### config.mk
export PLATFORM = sky130hd
export DESIGN_NAME = ranging_report_packet_framer_core
export DESIGN_NICKNAME = d
export VERILOG_FILES = /design/src/rrpf_pkg.sv /design/src/rrpf_crc_unit.sv /design/src/ranging_report_packet_framer_core.sv
export SDC_FILE = /design/constraint.sdc
export NUM_CORES = 1
export LEC_CHECK = 0
export BUFFER_PORTS_ARGS = -buffer_cell sky130_fd_sc_hd__buf_2
export CAP_MARGIN = 0
export CORE_UTILIZATION = 60
export CTS_CLUSTER_SIZE = 24
export DETAILED_ROUTE_END_ITERATION = 8
export HOLD_SLACK_MARGIN = 0.12
export PLACE_DENSITY = 0.88
export RECOVER_POWER = 50
export SLEW_MARGIN = 20
export SYNTH_ARGS = -nofsm -noshare
export SYNTH_HDL_FRONTEND = slang
export SYNTH_SLANG_ARGS = --single-unit
### constraint.sdc
create_clock -name clk -period 11.6 [get_ports clk]
set_input_delay 1.74 -clock clk [delete_from_list [all_inputs] [get_ports clk]]
set_output_delay 1.74 -clock clk [all_outputs]
set_load 0.05 [all_outputs]
### src/rrpf_pkg.sv
package rrpf_pkg;

    localparam int ANCHOR_COUNT = 6;
    localparam int TAG_SLOTS    = 4;

    localparam int PAYLOAD_LEN = 4 + 4 * ANCHOR_COUNT;
    localparam int FRAME_LEN   = PAYLOAD_LEN + 4;
    localparam int CNT_W       = $clog2(FRAME_LEN);
    localparam int AIDX_W      = (ANCHOR_COUNT > 1) ? $clog2(ANCHOR_COUNT) : 1;
    localparam int SLOT_W      = (TAG_SLOTS > 1) ? $clog2(TAG_SLOTS) : 1;

    localparam logic [7:0] MAGIC_HI  = 8'hA5;
    localparam logic [7:0] MAGIC_LO  = 8'h5A;
    localparam logic [7:0] TYPE_DATA = 8'h01;
    localparam logic [7:0] CRC_POLY  = 8'h07;
    localparam logic [7:0] FIRST_TAG_RESET = 8'd7;

    // byte positions inside a frame
    localparam int POS_MAGIC_HI = 0;
    localparam int POS_MAGIC_LO = 1;
    localparam int POS_LEN      = 2;
    localparam int POS_TYPE     = 3;
    localparam int POS_TAG      = 4;
    localparam int POS_SEQ      = 5;
    localparam int POS_MASK     = 6;
    localparam int DIST_BASE    = 7;
    localparam int SIG_BASE     = DIST_BASE + 2 * ANCHOR_COUNT;
    localparam int CRC_POS      = FRAME_LEN - 1;

    typedef struct packed {
        logic [2:0]         anchor_index;
        logic [15:0]        distance_mm;
        logic signed [15:0] signal_level;
        logic [7:0]         tag_id;
        logic [7:0]         fresh_bits;
    } in_item_t;

    typedef struct packed {
        logic [7:0] frame_byte;
        logic       last_byte;
    } out_item_t;

    typedef struct packed {
        logic clear;
        logic update;
    } crc_ctrl_t;

    typedef enum logic [1:0] {
        ST_IDLE = 2'b01,
        ST_SEND = 2'b10
    } state_t;

endpackage

### src/rrpf_crc_unit.sv
module rrpf_crc_unit (
    input  logic                clk,
    input  logic                rst_n,
    input  rrpf_pkg::crc_ctrl_t ctrl,
    input  logic [7:0]          data,
    output logic [7:0]          crc
);
    import rrpf_pkg::*;

    logic [7:0] crc_reg;
    logic [7:0] crc_next;
    logic [7:0] step;

    // one byte per cycle while ctrl.update is set, bitwise MSB-first over the byte
    always_comb
    begin
        step = crc_reg ^ data;
        for (int b = 0; b < 8; b++)
        begin
            if (step[7])
            begin
                step = {step[6:0], 1'b0} ^ CRC_POLY;
            end
            else
            begin
                step = {step[6:0], 1'b0};
            end
        end
        if (ctrl.clear)
        begin
            crc_next = 8'h00;
        end
        else if (ctrl.update)
        begin
            crc_next = step;
        end
        else
        begin
            crc_next = crc_reg;
        end
    end

    always_ff @(posedge clk or negedge rst_n)
    begin
        if (!rst_n)
        begin
            crc_reg <= 8'h00;
        end
        else
        begin
            crc_reg <= crc_next;
        end
    end

    assign crc = crc_reg;

endmodule

### src/ranging_report_packet_framer_core.sv
// channel | direction | handshake             | payload
// in      | input     | in_valid / in_ready   | in_item  (anchor, distance, rssi, tag, mask)
// out     | output    | out_valid / out_ready | out_item (frame_byte, last_byte)
// cfg     | input     | cfg_valid / cfg_ready | cfg_data (window base tag)
//
// An item that starts no frame leaves in_ready high. The last-anchor item of a tag
// inside the window starts a frame: a byte counter walks the 32 bytes one per
// cycle unless out_ready stalls; input is held off until the CRC byte is emitted.
// Reset clears control, the sequence counters and the window base tag (to 7).
// The output register lets the next item in while the final byte waits.
module ranging_report_packet_framer_core (
    input  logic                clk,
    input  logic                rst_n,
    input  logic                in_valid,
    output logic                in_ready,
    input  rrpf_pkg::in_item_t  in_item,
    output logic                out_valid,
    input  logic                out_ready,
    output rrpf_pkg::out_item_t out_item,
    input  logic                cfg_valid,
    output logic                cfg_ready,
    input  logic [7:0]          cfg_data
);
    import rrpf_pkg::*;

    state_t            state_reg, state_next;
    logic [CNT_W-1:0]  cnt_reg, cnt_next;
    logic [7:0]        first_tag_reg;
    logic [7:0]        tag_reg;
    logic [7:0]        mask_reg;
    logic [SLOT_W-1:0] slot_reg;
    logic [15:0]       dist_store [ANCHOR_COUNT];
    logic [15:0]       sig_store  [ANCHOR_COUNT];
    logic [7:0]        seq_store  [TAG_SLOTS];
    logic              out_valid_reg, out_valid_next;
    out_item_t         out_reg;

    logic              accept;
    logic              idx_ok;
    logic              is_last_idx;
    logic [8:0]        tag_diff;
    logic              in_window;
    logic              start;
    logic              emit;
    logic              frame_done;
    logic [CNT_W-1:0]  d_off;
    logic [CNT_W-1:0]  s_off;
    logic [15:0]       d_word;
    logic [15:0]       s_word;
    logic [7:0]        byte_sel;
    logic [7:0]        crc;
    crc_ctrl_t         crc_ctrl;

    assign in_ready  = (state_reg == ST_IDLE);
    assign cfg_ready = 1'b1;
    assign accept    = in_valid && in_ready;

    assign idx_ok      = {1'b0, in_item.anchor_index} < 4'(ANCHOR_COUNT);
    assign is_last_idx = {1'b0, in_item.anchor_index} == 4'(ANCHOR_COUNT - 1);
    assign tag_diff    = {1'b0, in_item.tag_id} - {1'b0, first_tag_reg};
    assign in_window   = !tag_diff[8] && (tag_diff < 9'(TAG_SLOTS));
    assign start       = accept && is_last_idx && in_window;

    assign emit       = (state_reg == ST_SEND) && (!out_valid_reg || out_ready);
    assign frame_done = emit && (cnt_reg == CNT_W'(CRC_POS));

    assign d_off  = cnt_reg - CNT_W'(DIST_BASE);
    assign s_off  = cnt_reg - CNT_W'(SIG_BASE);
    assign d_word = dist_store[d_off[AIDX_W:1]];
    assign s_word = sig_store[s_off[AIDX_W:1]];

    always_comb
    begin
        if (cnt_reg == CNT_W'(POS_MAGIC_HI))
        begin
            byte_sel = MAGIC_HI;
        end
        else if (cnt_reg == CNT_W'(POS_MAGIC_LO))
        begin
            byte_sel = MAGIC_LO;
        end
        else if (cnt_reg == CNT_W'(POS_LEN))
        begin
            byte_sel = 8'(PAYLOAD_LEN);
        end
        else if (cnt_reg == CNT_W'(POS_TYPE))
        begin
            byte_sel = TYPE_DATA;
        end
        else if (cnt_reg == CNT_W'(POS_TAG))
        begin
            byte_sel = tag_reg;
        end
        else if (cnt_reg == CNT_W'(POS_SEQ))
        begin
            byte_sel = seq_store[slot_reg];
        end
        else if (cnt_reg == CNT_W'(POS_MASK))
        begin
            byte_sel = mask_reg;
        end
        else if (cnt_reg < CNT_W'(SIG_BASE))
        begin
            byte_sel = d_off[0] ? d_word[15:8] : d_word[7:0];
        end
        else if (cnt_reg < CNT_W'(CRC_POS))
        begin
            byte_sel = s_off[0] ? s_word[15:8] : s_word[7:0];
        end
        else
        begin
            byte_sel = crc;
        end
    end

    assign crc_ctrl.clear  = start;
    assign crc_ctrl.update = emit && (cnt_reg >= CNT_W'(POS_LEN))
                             && (cnt_reg != CNT_W'(CRC_POS));

    rrpf_crc_unit u_crc (
        .clk   (clk),
        .rst_n (rst_n),
        .ctrl  (crc_ctrl),
        .data  (byte_sel),
        .crc   (crc)
    );

    always_comb
    begin
        state_next = state_reg;
        cnt_next   = cnt_reg;
        case (state_reg)
            ST_IDLE:
            begin
                if (start)
                begin
                    state_next = ST_SEND;
                    cnt_next   = '0;
                end
            end
            ST_SEND:
            begin
                if (frame_done)
                begin
                    state_next = ST_IDLE;
                end
                else if (emit)
                begin
                    cnt_next = cnt_reg + 1'b1;
                end
            end
            default:
            begin
                state_next = ST_IDLE;
            end
        endcase
    end

    always_comb
    begin
        out_valid_next = out_valid_reg;
        if (emit)
        begin
            out_valid_next = 1'b1;
        end
        else if (out_ready)
        begin
            out_valid_next = 1'b0;
        end
    end

    always_ff @(posedge clk or negedge rst_n)
    begin
        if (!rst_n)
        begin
            state_reg     <= ST_IDLE;
            cnt_reg       <= '0;
            out_valid_reg <= 1'b0;
            first_tag_reg <= FIRST_TAG_RESET;
            for (int i = 0; i < TAG_SLOTS; i++)
            begin
                seq_store[i] <= 8'h00;
            end
        end
        else
        begin
            state_reg     <= state_next;
            cnt_reg       <= cnt_next;
            out_valid_reg <= out_valid_next;
            if (cfg_valid && cfg_ready)
            begin
                first_tag_reg <= cfg_data;
            end
            if (frame_done)
            begin
                seq_store[slot_reg] <= seq_store[slot_reg] + 8'd1;
            end
        end
    end

    always_ff @(posedge clk)
    begin
        if (accept && idx_ok)
        begin
            dist_store[in_item.anchor_index[AIDX_W-1:0]] <= in_item.distance_mm;
            sig_store[in_item.anchor_index[AIDX_W-1:0]]  <= unsigned'(in_item.signal_level);
        end
        if (start)
        begin
            tag_reg  <= in_item.tag_id;
            mask_reg <= in_item.fresh_bits;
            slot_reg <= tag_diff[SLOT_W-1:0];
        end
        if (emit)
        begin
            out_reg.frame_byte <= byte_sel;
            out_reg.last_byte  <= (cnt_reg == CNT_W'(CRC_POS));
        end
    end

    assign out_valid = out_valid_reg;
    assign out_item  = out_reg;

endmodule

### Word-level counts from Yosys, hierarchy flattened

Memory sizes are Yosys's and may differ from the RTL's.
Index checks and enable logic that the tools add are counted.

* register bits: 83
* bits in latches: 0
* bits in writable memories: 192
* ROM bits: 0
* input port bits: 64
* output and inout port bits: 12
* logic and storage cells: 110
* memories: 2

Memory list
* dist_store: words 6, bits a word 16, read ports 1, clocked after memory_dff 0, write ports 1, line ranging_report_packet_framer_core.sv:32 `logic [15:0] dist_store [ANCHOR_COUNT];`
* sig_store: words 6, bits a word 16, read ports 1, clocked after memory_dff 0, write ports 1, line ranging_report_packet_framer_core.sv:33 `logic [15:0] sig_store [ANCHOR_COUNT];`

* $add $sub $neg: 5
* $mul: 0
* div/mod/pow operators: 0
* $lt $le $gt $ge: 7
* equality and inequality tests: 15
* shifts and indexed selects: 0
* multiplexer cells: 38
* bitwise logic cells: 10
* reductions and logical operators: 19

Operator list (number)
* two-way mux 8 bit: 16
* bitwise mux 32 bit: 1
* two-way mux 3 bit: 8
* inverter 3 bit: 8
* binary-select mux 8 bit (select 2 bit): 1
* demux 8 bit (select 2 bit): 1
* == test 5 x 3 -> 1 bit (second input constant): 3
* two-way mux 5 bit: 3
* == test 5 x 2 -> 1 bit (second input constant): 2
* logical AND 1 bit: 10
* < comparator 5 bit (second input constant): 2
* case mux 5 bit (2 select lines): 1
* < comparator 9 x 3 -> 1 bit (second input constant): 1
* subtractor 8 x 8 -> 9 bit: 1
* adder 8 x 1 -> 8 bit (second input constant): 1
* bitwise XOR 8 bit: 1
* != test 2 bit (second input constant): 3
* nonzero test 2 bit: 3
* adder 5 x 1 -> 5 bit (second input constant): 1
* == test 5 x 1 -> 1 bit (second input constant): 1
* == test 5 bit (second input constant): 1
* >= comparator 5 x 2 -> 1 bit (second input constant): 1
* zero test 5 bit: 1
* != test 5 bit (second input constant): 1
* other kinds (17): 22

### Logic depth before layout (Yosys ltp)

Gate-level depths: netlist of run 1.
An unclocked memory read counts as a cell.

* depth after elaboration: 31
* mapped depth: 17
* depth with buffers taken out: 13

### Modules after synthesis

Synthesis of run 1 repeated with hierarchy kept, for this count alone.

* cell total of the unflattened synthesis: 874
* area total of the unflattened synthesis: 12304.3 µm²

By module, submodules not included
* ranging_report_packet_framer_core: times used 1, cells each 817, area an instance 11658.7 µm², seq. area each 7782.5 µm²
* rrpf_crc_unit: times used 1, cells each 57, area an instance 645.6 µm², seq. area each 200.2 µm²

### Least setup slack after synthesis of run 1

No wires, ideal clock.

* kind: input -> register
* start point: input in_item[49] (netlist bit)
* end point: register u_crc.crc_reg[0], in the netlist u_crc.crc[0]
* library setup time: 0.126 ns
* arrival time: 6.344 ns
* required time: 11.474 ns
* slack: 5.130 ns
* stages: 8
* buffers on the path: 0
* path through: inv_1 > nand3_1 > nor2_1 > nand2_1 > nor4_1 > nor2_1 > a21oi_1 > o21ai_0

* longest elaborated chain between the ends: 4
* elaborated cells between the ends (all ways): 5
* classes of those cells: 1 x eq/ne; 1 x mux; 3 x reduce/logical

Ends and longest elaborated chain
* start, declared: line ranging_report_packet_framer_core.sv:16 `input rrpf_pkg::in_item_t in_item,`
* == test 3 bit *: line ranging_report_packet_framer_core.sv:59 `assign is_last_idx = {1'b0, in_item.anchor_index} == 4'(ANCHOR_COUNT - 1);`
* logical AND 1 bit * (2 in a row): line ranging_report_packet_framer_core.sv:62 `assign start = accept && is_last_idx && in_window;`
* two-way mux 8 bit or nonzero test 2 bit (tied branches)
* end signal, assigned: line rrpf_crc_unit.sv:51 `crc_reg <= crc_next;`
* end, declared: line rrpf_crc_unit.sv:10 `logic [7:0] crc_reg;`

Every way passes the cells marked *; elsewhere a longest branch is shown, timed or not.
A chain may end at the register's enable or synchronous reset.

### Worst setup path after layout of run 1

* start point: register cnt_reg[1]
* end point: register u_crc.crc_reg[7], in the netlist u_crc.crc[7]

* longest elaborated chain between the ends: 20
* elaborated cells between the ends (all ways): 37
* classes of those cells: 2 x add/sub; 3 x order compare; 7 x eq/ne; 16 x mux; 3 x bitwise; 4 x reduce/logical; 2 x memory

Ends and longest elaborated chain
* start, declared: line ranging_report_packet_framer_core.sv:27 `logic [CNT_W-1:0] cnt_reg, cnt_next;`
* start signal, assigned: line ranging_report_packet_framer_core.sv:188 `cnt_reg <= cnt_next;`
* subtractor 4 x 2 -> 4 bit: line ranging_report_packet_framer_core.sv:68 `assign s_off = cnt_reg - CNT_W'(SIG_BASE);`
* memory read (6 x 16 bit)
* two-way mux 8 bit: line ranging_report_packet_framer_core.sv:108 `byte_sel = s_off[0] ? s_word[15:8] : s_word[7:0];`
* two-way mux 8 bit: line ranging_report_packet_framer_core.sv:106 `else if (cnt_reg < CNT_W'(CRC_POS))`
* two-way mux 8 bit: line ranging_report_packet_framer_core.sv:102 `else if (cnt_reg < CNT_W'(SIG_BASE))`
* two-way mux 8 bit: line ranging_report_packet_framer_core.sv:98 `else if (cnt_reg == CNT_W'(POS_MASK))`
* two-way mux 8 bit: line ranging_report_packet_framer_core.sv:94 `else if (cnt_reg == CNT_W'(POS_SEQ))`
* two-way mux 8 bit: line ranging_report_packet_framer_core.sv:90 `else if (cnt_reg == CNT_W'(POS_TAG))`
* (+4 left out)
* bitwise XOR 8 bit: line rrpf_crc_unit.sv:17 `step = crc_reg ^ data;`
* two-way mux 3 bit: line rrpf_crc_unit.sv:20 `if (step[7])`
* inverter 3 bit (no line)
* two-way mux 3 bit: line rrpf_crc_unit.sv:20
* inverter 3 bit (no line)
* two-way mux 3 bit: line rrpf_crc_unit.sv:20
* two-way mux 8 bit: line rrpf_crc_unit.sv:33 `else if (ctrl.update)`
* two-way mux 8 bit: line rrpf_crc_unit.sv:29 `if (ctrl.clear)`

Several ways; a longest one is shown, not always the timed one. The select of a mux whose other input is x is not followed.

==> metrics.txt, run 1 <==
H-tree levels 1; r2r setup slk 6.79 ns; row cnt between 50 and 60; vias per cell ~6.3; max_slew headroom -112%; die area 21300 um2; clk_skew a little over 0.05 ns; kind of critical path reg -> reg; global-route wire length before repair 43900 um; IO Port Bufs 74; register bit total from synthesis 275; post_cts resized 0; status complete, but fails checks; die width 146 um; CP Max Fanout 16; CTS buffer count 28; clock root cell clkbuf_16; antenna diode count 0; initial antenna violation count 0; Clock Path Buffers 3; worst endpoint required time 12.05 ns; synthesis warning total 0; clk_lat worst skew between 0.5 and 0.6 ns; share of layout cells above drive strength 1 about a fifth; setup TNS 0 ns; Critical Path AT between 5 and 6 ns; Fillers ~1300; syn_area_per_cell about 15 um2; I/O pin count 76; Die Y 146 um; residual DRC count 0; Gate Count Post-Synth ~840; maxcap violations 1; Worst-Margin Slew ~3.2 ns; CORE AREA just over 20000 um2; CP endpoint kind flip-flop; Peak supply drop roughly 0.24 mV; router iterations before antenna repair 5; Final Critical Period between 4 and 5 ns; min-delay worst type reg -> reg; Mapped Nets 923; GPL Wtd Cong 0.906; type of origin of the critical path flip-flop; Pwr per Cell Area roughly 280 nW/um2; Async SR Flop Fraction approximately a fifth; Post-synth EDFFs 219; clk sinks approximately 280; Final nets approximately 1000; Initial Util between 60% and 70%; DRT iter0 DRCs about 770; multi-input logic area about 4200 um2; fmax approximately 0.21 GHz; DP HPWL between 15000 and 20000 um; hold slack ~0.5 ns; final setup vio count 0; sequential area share after synthesis between 60% and 70%; largest net degree at the start of global routing 59; RSZ-0062 raised after global routing false; via count around 7700; most common cell after layout, fill and taps aside edfxtp_1; sequential cell area 7980 um2; final WL 28400 um; synthesized area 12400 um2; Hold-fix buffers, CTS 0; final count of hold timing violations 0; most frequent cells in the layout edfxtp_1, dfrtp_1, nand2_1; Setup Fix Bufs, Post-CTS 0; failing checks capacitance limit, slew limit; Clock Pin Slew Worst Setup and Hold Paths ~0.07 ns; routed length per instance 23.5 um; gr ovfl total 0; Synth cell types 84; layout overhead on the synthesized area 13.6%; total track usage 27.2%; period utilization 41.4%; post-route ant nets 0; vias in the first global route 7859; Slew Viols, Final between 50 and 60; Leak between 0.005 and 0.006 uW; CTS tree yes; Main synth FF type edfxtp_1
-- synthesized netlist by cell type, types with 5 or more instances --
library cell / n / share of area (%)
nand2b_1: 6 / 0.30
dfrtp_1: 52 / 10
nor2b_1: 11 / 0.55
mux2_2: 24 / 2.2
inv_1: 30 / 0.91
a211oi_1: 5 / 0.30
edfxtp_1: 219 / 53
clkbuf_1: 14 / 0.42
nor2_1: 49 / 1.5
xnor2_1: 14 / 0.99
or3_1: 8 / 0.40
nand3_1: 15 / 0.60
buf_2: 15 / 0.60
o211ai_1: 9 / 0.54
mux4_2: 40 / 7.2
mux2i_1: 23 / 1.9
o21ai_0: 46 / 1.9
a31oi_1: 8 / 0.40
xor2_1: 6 / 0.42
nand2_1: 50 / 1.5
o21ai_1: 6 / 0.24
ha_1: 14 / 1.4
nor3_1: 15 / 0.60
a221oi_1: 7 / 0.49
buf_4: 6 / 0.36
buf_6: 5 / 0.45
a21oi_1: 46 / 1.9
-- metrics by stage --
step / utilization [%] / total power [uW] / setup WS [ns] / cell area [um2] / std cells
final: 69.6 / 3900 / 6.79 / 14100 / 1210
after floorplan: - / 2520 / 5.13 / 12400 / 844
after CTS: 69.7 / 3880 / 6.91 / 14100 / 1208
after global routing: 69.6 / 4070 / 6.50 / 14100 / 1210
after global placement: 64.3 / 2800 / 7.19 / 13100 / 1156
after detailed placement: 64.3 / 2850 / 6.99 / 13100 / 1156
-- cell type report --
cell class,instances,share of cell area [%]
Sequential cell,275,56.5
Tap cell,270,2.39
Timing Repair Buffer,87,3.11
Clock inverter,22,2.56
Clock buffer,30,5.15
Inverter,32,0.850
Multi-Input combinational cell,494,29.4
-- path summary, 6_finish.rpt --
| check | from | to | cells after the start |
|---|---|---|---|
| max | cnt_reg[1] | u_crc.crc[7] | 11 |
| min | seq_store[11] | seq_store[11] | 2 |
| max reg2reg | cnt_reg[1] | u_crc.crc[7] | 11 |
| min reg2reg | seq_store[11] | seq_store[11] | 2 |
| max in group asynchronous | rst_n | cnt_reg[0] | 2 |
| min in group asynchronous | rst_n | cnt_reg[0] | 2 |
-- report_power, final --
group          internal, uW  leakage [uW]  total [uW]  switching (uW)
Combinational           779       0.00182        1680             897
Clock                   640      0.000526        1030             390
Sequential             1120       0.00273        1190            74.2
-- routing by layer --
| layer | wire, um | up-vias | track usage, % |
|---|---|---|---|
| met5 | 0 | - | 0 |
| met2 | 14300 | 366 | 46.8 |
| met1 | 11200 | 3827 | 35.7 |
| met3 | 2020 | 68 | 4.08 |
| li1 | - | 3408 | - |
| met4 | 818 | 0 | 8.85 |
-- cells by family after synthesis --
logic type / after synthesis / synth area share (%)
compound gates: 169 / 8.71
xor+xnor: 28 / 2.82
fa+ha+maj: 15 / 1.57
buf+inv: 75 / 2.90
flops: 275 / 64.2
mux: 90 / 11.9
other cells: 1 / 0.0301
simple gates: 191 / 7.91
-- critical path: stages (launching register included) --
cell and delay [ns]:
dfrtp_1 0.57, inv_1 0.23, ha_1 0.57, nor4bb_1 1.00
nor2_1 0.22, a221oi_1 0.38, o21ai_0 0.21, a31oi_1 0.50
xor3_1 0.32, and4_1 0.23, or4_1 0.40, o21ai_1 0.09
Note: power is estimated with default switching activity, not from simulation.
==> run 2: changes to the inputs <==
==> constraint.sdc (replaced) <==
create_clock -name clk -period 4.7 [get_ports clk]
set_input_delay 0.705 -clock clk [delete_from_list [all_inputs] [get_ports clk]]
set_output_delay 0.705 -clock clk [all_outputs]
set_load 0.05 [all_outputs]
==> run 2 against run 1 <==
  * The run still ends with capacitance limit, slew limit left
  * Total power grew 140%
  * Maximum frequency up 13%
  * Worst hold slack worse by 0.16 ns
  * Via count increased by 0.98%
  * Count of clock-buffer cells in the layout is 2 higher
  * Clock power increased by 130%
  * Sequential power increased by 150%
  * Setup slack worse by 6.3 ns
  * Non-clock buffer count is 10 higher
  * Routed wire length shrank 2.1%
  * Largest cell class unchanged
  * Highest routed layer unchanged
==> metrics.txt, run 2 (same netlist as run 1, synthesis figures left out) <==
CTS buffer count 28 (unchanged); Critical Path AT 4.67 ns (-0.59 ns); Die Y 146 um (unchanged); fmax 0.236 GHz (+13%); post_cts resized 0 (unchanged); share of layout cells above drive strength 1 19.5% (-0.29 points); GPL Wtd Cong 0.932 (+2.9%); clock root cell clkbuf_16; Final nets 1007 (+1.0%); final setup vio count 0 (unchanged); Non-Filler Instances 1219 (+0.74%); routed length per instance 22.8 um (-2.9%); Slew Viols, Final 57 (unchanged); max_slew headroom -110% (+1.9 points); total track usage 26.5% (-0.65 points); final WL 27800 um (-2.1%); IO Port Bufs 74 (unchanged); min-delay worst type in -> reg; initial antenna violation count 0 (unchanged); layout overhead on the synthesized area 13.3%; DRT iter0 DRCs 691 (-9.7%); Peak supply drop 0.482 mV (+97%); placed insts 1167 (+0.95%); clk_skew 0.0128 ns (-0.0379 ns); die area 21300 um2 (unchanged); vias in the first global route 7822 (-0.47%); largest net degree at the start of global routing 57 (-3.4%); failing checks capacitance limit, slew limit; kind of critical path reg -> reg; period utilization 90.1% (+49 points); CP endpoint kind flip-flop; maxcap violations 1 (unchanged); type of origin of the critical path flip-flop; residual DRC count 0 (unchanged); Slowest cell on crit path dfrtp_1; Final Critical Period 4.24 ns (-0.571 ns); RSZ-0062 raised after global routing false; CP Cell Sequence inv_1 -> ha_4 -> buf_4 -> mux4_2 -> o21ai_0 -> o211ai_1 -> a311o_1 -> a31oi_1 -> nor3b_2 -> xnor3_1 -> a21oi_1 -> o21ba_1; CP max stage delay 0.64 ns (-0.36 ns); vias per cell 6.35 (+0.23%); clk sinks 275 (unchanged); clk_lat worst skew 0.54 ns (-0.03 ns); Clock Pin Slew Worst Setup and Hold Paths 0.06 ns (about the same); DP HPWL 17400 um (-2.7%); final count of hold timing violations 0 (unchanged); die width 146 um (unchanged); most frequent cells in the layout edfxtp_1, dfrtp_1, nand2_1, clkbuf_1; CP Max Fanout 16 (unchanged); global-route wire length before repair 42800 um (-2.5%); Leak 0.00508 uW (about the same); via count 7744 (+0.98%); I/O pin count 76 (unchanged); CORE AREA 20300 um2 (unchanged); H-tree levels 1 (unchanged); worst endpoint required time 5.13 ns (-6.92 ns); Clock Path Buffers 3 (unchanged); Post-Route Utilization 69.4% (-0.18 points); Initial Util 61.3% (unchanged); CTS tree yes; gr ovfl total 0 (unchanged); status complete, but fails checks; router iterations before antenna repair 5 (unchanged); Pwr per Cell Area 673 nW/um2 (+140%); setup TNS 0 ns (unchanged); most common cell after layout, fill and taps aside edfxtp_1; Setup Fix Bufs, Post-CTS 0 (unchanged); Worst-Margin Slew 3.15 ns (-0.0292 ns); post-route ant nets 0 (unchanged); row cnt 52 (unchanged); Hold-fix buffers, CTS 0 (unchanged); antenna diode count 0 (unchanged)
run 2: cell types whose count changed in the layout (fill, tap and decap cells not counted), sizes merged:
| cell | change |
|---|---|
| clkinv | +2 |
| clkbuf | +4 |
| inv | -1 |
| buf | +8 |
| clkinvlp | -1 |
| bufinv | -3 |
run 2: metrics by stage:
| stage | cell area, um2 | hold WS, ns | total power, uW | setup slack [ns] |
|---|---|---|---|---|
| 5_1_grt | 14100 | 0.330 | 9870 | 0.252 |
| 2_1_floorplan | 12400 | 0.409 | 6220 | 0.0989 |
| 3_5_place_dp | 13200 | 0.466 | 7110 | 0.552 |
| 4_1_cts | 14100 | 0.330 | 9440 | 0.491 |
| 3_3_place_gp | 13200 | 0.457 | 7010 | 0.690 |
| 6_report | 14100 | 0.343 | 9480 | 0.464 |
run 2: layer usage:
| layer | vias to the layer above | GRT usage [%] | part of all wire (%) |
|---|---|---|---|
| met5 | - | 0 | 0 |
| met4 | 0 | 12.7 | 4.0 |
| met3 | 91 | 4.45 | 8.2 |
| met2 | 376 | 43.0 | 49 |
| met1 | 3853 | 35.3 | 38 |
| li1 | 3424 | - | - |
run 2: cell type report:
type,instances,area [um2]
Clock buffer,32,737
Clock inverter,19,230
Fill cell,1321,6210
Inverter,32,120
Multi-Input combinational cell,494,4170
Sequential cell,275,7980
Tap cell,270,338
Timing Repair Buffer,97,517
run 2: final timing paths:
kind	startpoint	end	slack [ns]	depth (start not counted)
max	cnt_reg[1]	u_crc.crc[3]	0.46	12
min	in_item[1]	mask_reg[1]	0.34	1
max reg2reg	cnt_reg[1]	u_crc.crc[3]	0.46	12
min reg2reg	seq_store[8]	seq_store[8]	0.48	2
max in group asynchronous	rst_n	first_tag_reg[4]	1.62	2
min in group asynchronous	rst_n	seq_store[26]	1.29	2
run 2: worst max-delay path, delay by kind of cell, from the launching register on:
family | cells | cell delay (ns)
mux | 1 | 0.52
buf+inv | 2 | 0.47
compound gates | 6 | 1.27
fa+ha+maj | 1 | 0.47
xor+xnor | 1 | 0.40
simple gates | 1 | 0.34
flops | 1 | 0.64
run 2: power breakdown:
part           internal [uW]  switching (uW)  leakage (uW)
clock network           1400             918      0.000472
registers               2770             159       0.00273
logic                   2000            2240       0.00188
total                   6170            3320       0.00508
==> run 3: changes to the inputs <==
--- a/config.mk
+++ b/config.mk
@@ -11,8 +11,9 @@
 export CTS_CLUSTER_SIZE = 24
 export DETAILED_ROUTE_END_ITERATION = 8
 export HOLD_SLACK_MARGIN = 0.12
-export PLACE_DENSITY = 0.88
+export PLACE_DENSITY = 0.9
 export RECOVER_POWER = 50
+export SETUP_SLACK_MARGIN = 0.5
 export SLEW_MARGIN = 20
 export SYNTH_ARGS = -nofsm -noshare
 export SYNTH_HDL_FRONTEND = slang
==> run 3 against run 2 <==
  * The run still ends with capacitance limit, slew limit left
  * Clock skew rose by 0.00098 ns
  * Sequential power about the same
  * Setup slack improved by 0.17 ns
  * Maximum frequency increased by 4.2%
  * Cell area is 0.14% higher
  * First-iteration DRC count increased by 34%
  * Global-route usage is 1.5 points higher
  * Count of clock-buffer cells in the layout is 3 higher
  * Sequential share of layout area down 0.063 points
  * Largest power group unchanged
  * Highest routed layer unchanged
==> metrics.txt, run 3 (same netlist as run 1, synthesis figures left out) <==
row cnt 52 (unchanged); maxcap violations 1 (unchanged); Clock Path Buffers 3 (unchanged); DRT iter0 DRCs 925 (+34%); CP endpoint kind flip-flop; P_sw 3440 uW (+3.8%); final WL 29400 um (+5.9%); via count 7998 (+3.3%); residual DRC count 0 (unchanged); router iterations before antenna repair 5 (unchanged); gr ovfl total 0 (unchanged); Place WS 0.425 ns (-0.127 ns); die width 146 um (unchanged); internal power 6160 uW (-0.10%); RSZ-0062 raised after global routing true; clock root cell clkbuf_16; Finished Cell Area 14100 um2 (+0.14%); Clock Pin Slew Worst Setup and Hold Paths 0.07 ns (about the same); clk sinks 275 (unchanged); CP Cell Sequence buf_4 -> or2_1 -> o21ai_0 -> a21oi_1 -> a311oi_1 -> o21ai_0 -> nand3_1 -> xnor2_2 -> xnor3_1 -> a22o_1; period utilization 86.5% (-3.6 points); post-route ant nets 0 (unchanged); sequential cell area 7990 um2 (about the same); Fillers 1280 (-3.1%); initial antenna violation count 0 (unchanged); Slew Viols, Final 57 (unchanged); vias per cell 6.53 (+2.9%); antenna diode count 0 (unchanged); share of layout cells above drive strength 1 20.1% (+0.63 points); CTS tree yes; layout overhead on the synthesized area 13.5%; total track usage 28.0% (+1.5 points); clk_lat worst skew 0.55 ns (about the same); placed insts 1169 (+0.17%); Final Critical Period 4.07 ns (-0.171 ns); switching share of power 35.8% (+0.88 points); failing checks capacitance limit, slew limit; routed length per instance 24.1 um (+5.5%); power share of the sequential group 30.4% (-0.4 points); status complete, but fails checks; I/O pin count 76 (unchanged); most frequent cells in the layout edfxtp_1, clkbuf_1, nand2_1, dfrtp_1; CP top delay family compound AO/OA/AOI/OAI gates; worst path bufs/invs 1 (-1); CORE AREA 20300 um2 (unchanged); CTS buffer count 27 (-3.6%); Hold-fix buffers, CTS 0 (unchanged); clk_skew 0.0137 ns (+0.000984 ns); DP HPWL 18300 um (+5.1%); Most common cell on crit path o21ai_0; multi-input logic area 4180 um2 (+0.30%); Die Y 146 um (unchanged); global-route wire length before repair 45400 um (+6.2%); Worst-Margin Slew 3.12 ns (-0.0313 ns); most common cell after layout, fill and taps aside edfxtp_1; CP max stage delay 0.68 ns (+0.04 ns); Critical Path AT 4.50 ns (-0.17 ns); min-delay worst type in -> reg; Non-Filler Instances 1224 (+0.41%); DP Area 13200 um2 (+0.22%); Initial Util 61.3% (unchanged); Peak supply drop 0.538 mV (+12%); GPL Wtd Cong 0.956 (+2.6%); worst endpoint required time 5.14 ns (about the same); max_slew headroom -108% (+2.1 points); setup TNS 0 ns (unchanged); final setup vio count 0 (unchanged); fmax 0.246 GHz (+4.2%); Final nets 1013 (+0.60%); Leak 0.00509 uW (+0.25%); final count of hold timing violations 0 (unchanged); Clk pwr share 22.9% (-1.5 points); die area 21300 um2 (unchanged); Logic pwr share 46.7% (+2.0 points); IO Port Bufs 74 (unchanged); largest net degree at the start of global routing 57 (unchanged); Pwr per Cell Area 680 nW/um2 (+1.1%); type of origin of the critical path flip-flop; CP Max Fanout 12 (-4); final worst slack 0.635 ns (+0.171 ns); vias in the first global route 8133 (+4.0%); kind of critical path reg -> reg; H-tree levels 1 (unchanged); Slowest cell on crit path a311oi_1
## run 3: cell types whose count changed in the layout (fill, tap and decap cells not counted), sizes merged
cell / change
buf: +8
bufinv: -2
clkbuf: +2
clkinv: -2
clkinvlp: -1
## run 3: worst paths after layout
path | from | to | slack, ns | cells past startpoint
max | cnt_reg[3] | u_crc.crc[2] | 0.63 | 10
min | in_item[5] | mask_reg[5] | 0.34 | 1
min reg2reg | seq_store[8] | seq_store[8] | 0.48 | 2
min in group asynchronous | rst_n | seq_store[10] | 1.29 | 2
max reg2reg | cnt_reg[3] | u_crc.crc[2] | 0.63 | 10
max in group asynchronous | rst_n | cnt_reg[0] | 1.43 | 2
## run 3: final cells by class
class,instances,area share (%)
clock buffers,35,5.29
clock inverters,14,1.10
inverters,32,0.851
multi-input cells,494,29.6
flip-flops and latches,275,56.6
well taps,270,2.39
repair buffers,104,4.16
## run 3: power groups by stage
stage	Combinational (uW)	Sequential, uW	Clock, uW
finish	4480	2920	2200
global route	4720	2930	2300
global placement	4140	2950	0
floorplan	3330	2890	0
CTS	4390	2910	2210
detailed placement	4240	2960	0
## run 3: per-layer routing
metal	vias to the layer above	track usage (%)	wire (um)
li1	3441	-	-
met1	3974	36.3	11000
met2	481	46.8	14900
met3	102	4.98	2410
met4	0	12.6	1180
met5	-	0	0
## run 3: worst register-to-register path, stage by stage (launching register included)
cell and delay (ns):
dfrtp_1 0.58, buf_4 0.28, or2_1 0.28, o21ai_0 0.60, a21oi_1 0.21, a311oi_1 0.68
o21ai_0 0.29, nand3_1 0.21, xnor2_2 0.16, xnor3_1 0.42, a22o_1 0.23
## run 3: metrics by stage
stage / utilization (%) / total power, uW / hold slack, ns
2_1_floorplan: - / 6220 / 0.409
3_3_place_gp: 65.0 / 7090 / 0.457
3_5_place_dp: 65.0 / 7200 / 0.468
4_1_cts: 69.7 / 9510 / 0.325
5_1_grt: 69.5 / 9950 / 0.334
6_report: 69.5 / 9600 / 0.336
## run 3: timing repair
item	in CTS	in global routing
setup endpoints to repair	5	5
buffers inserted	5	0
resized for setup	0	5
pin swaps	2	0
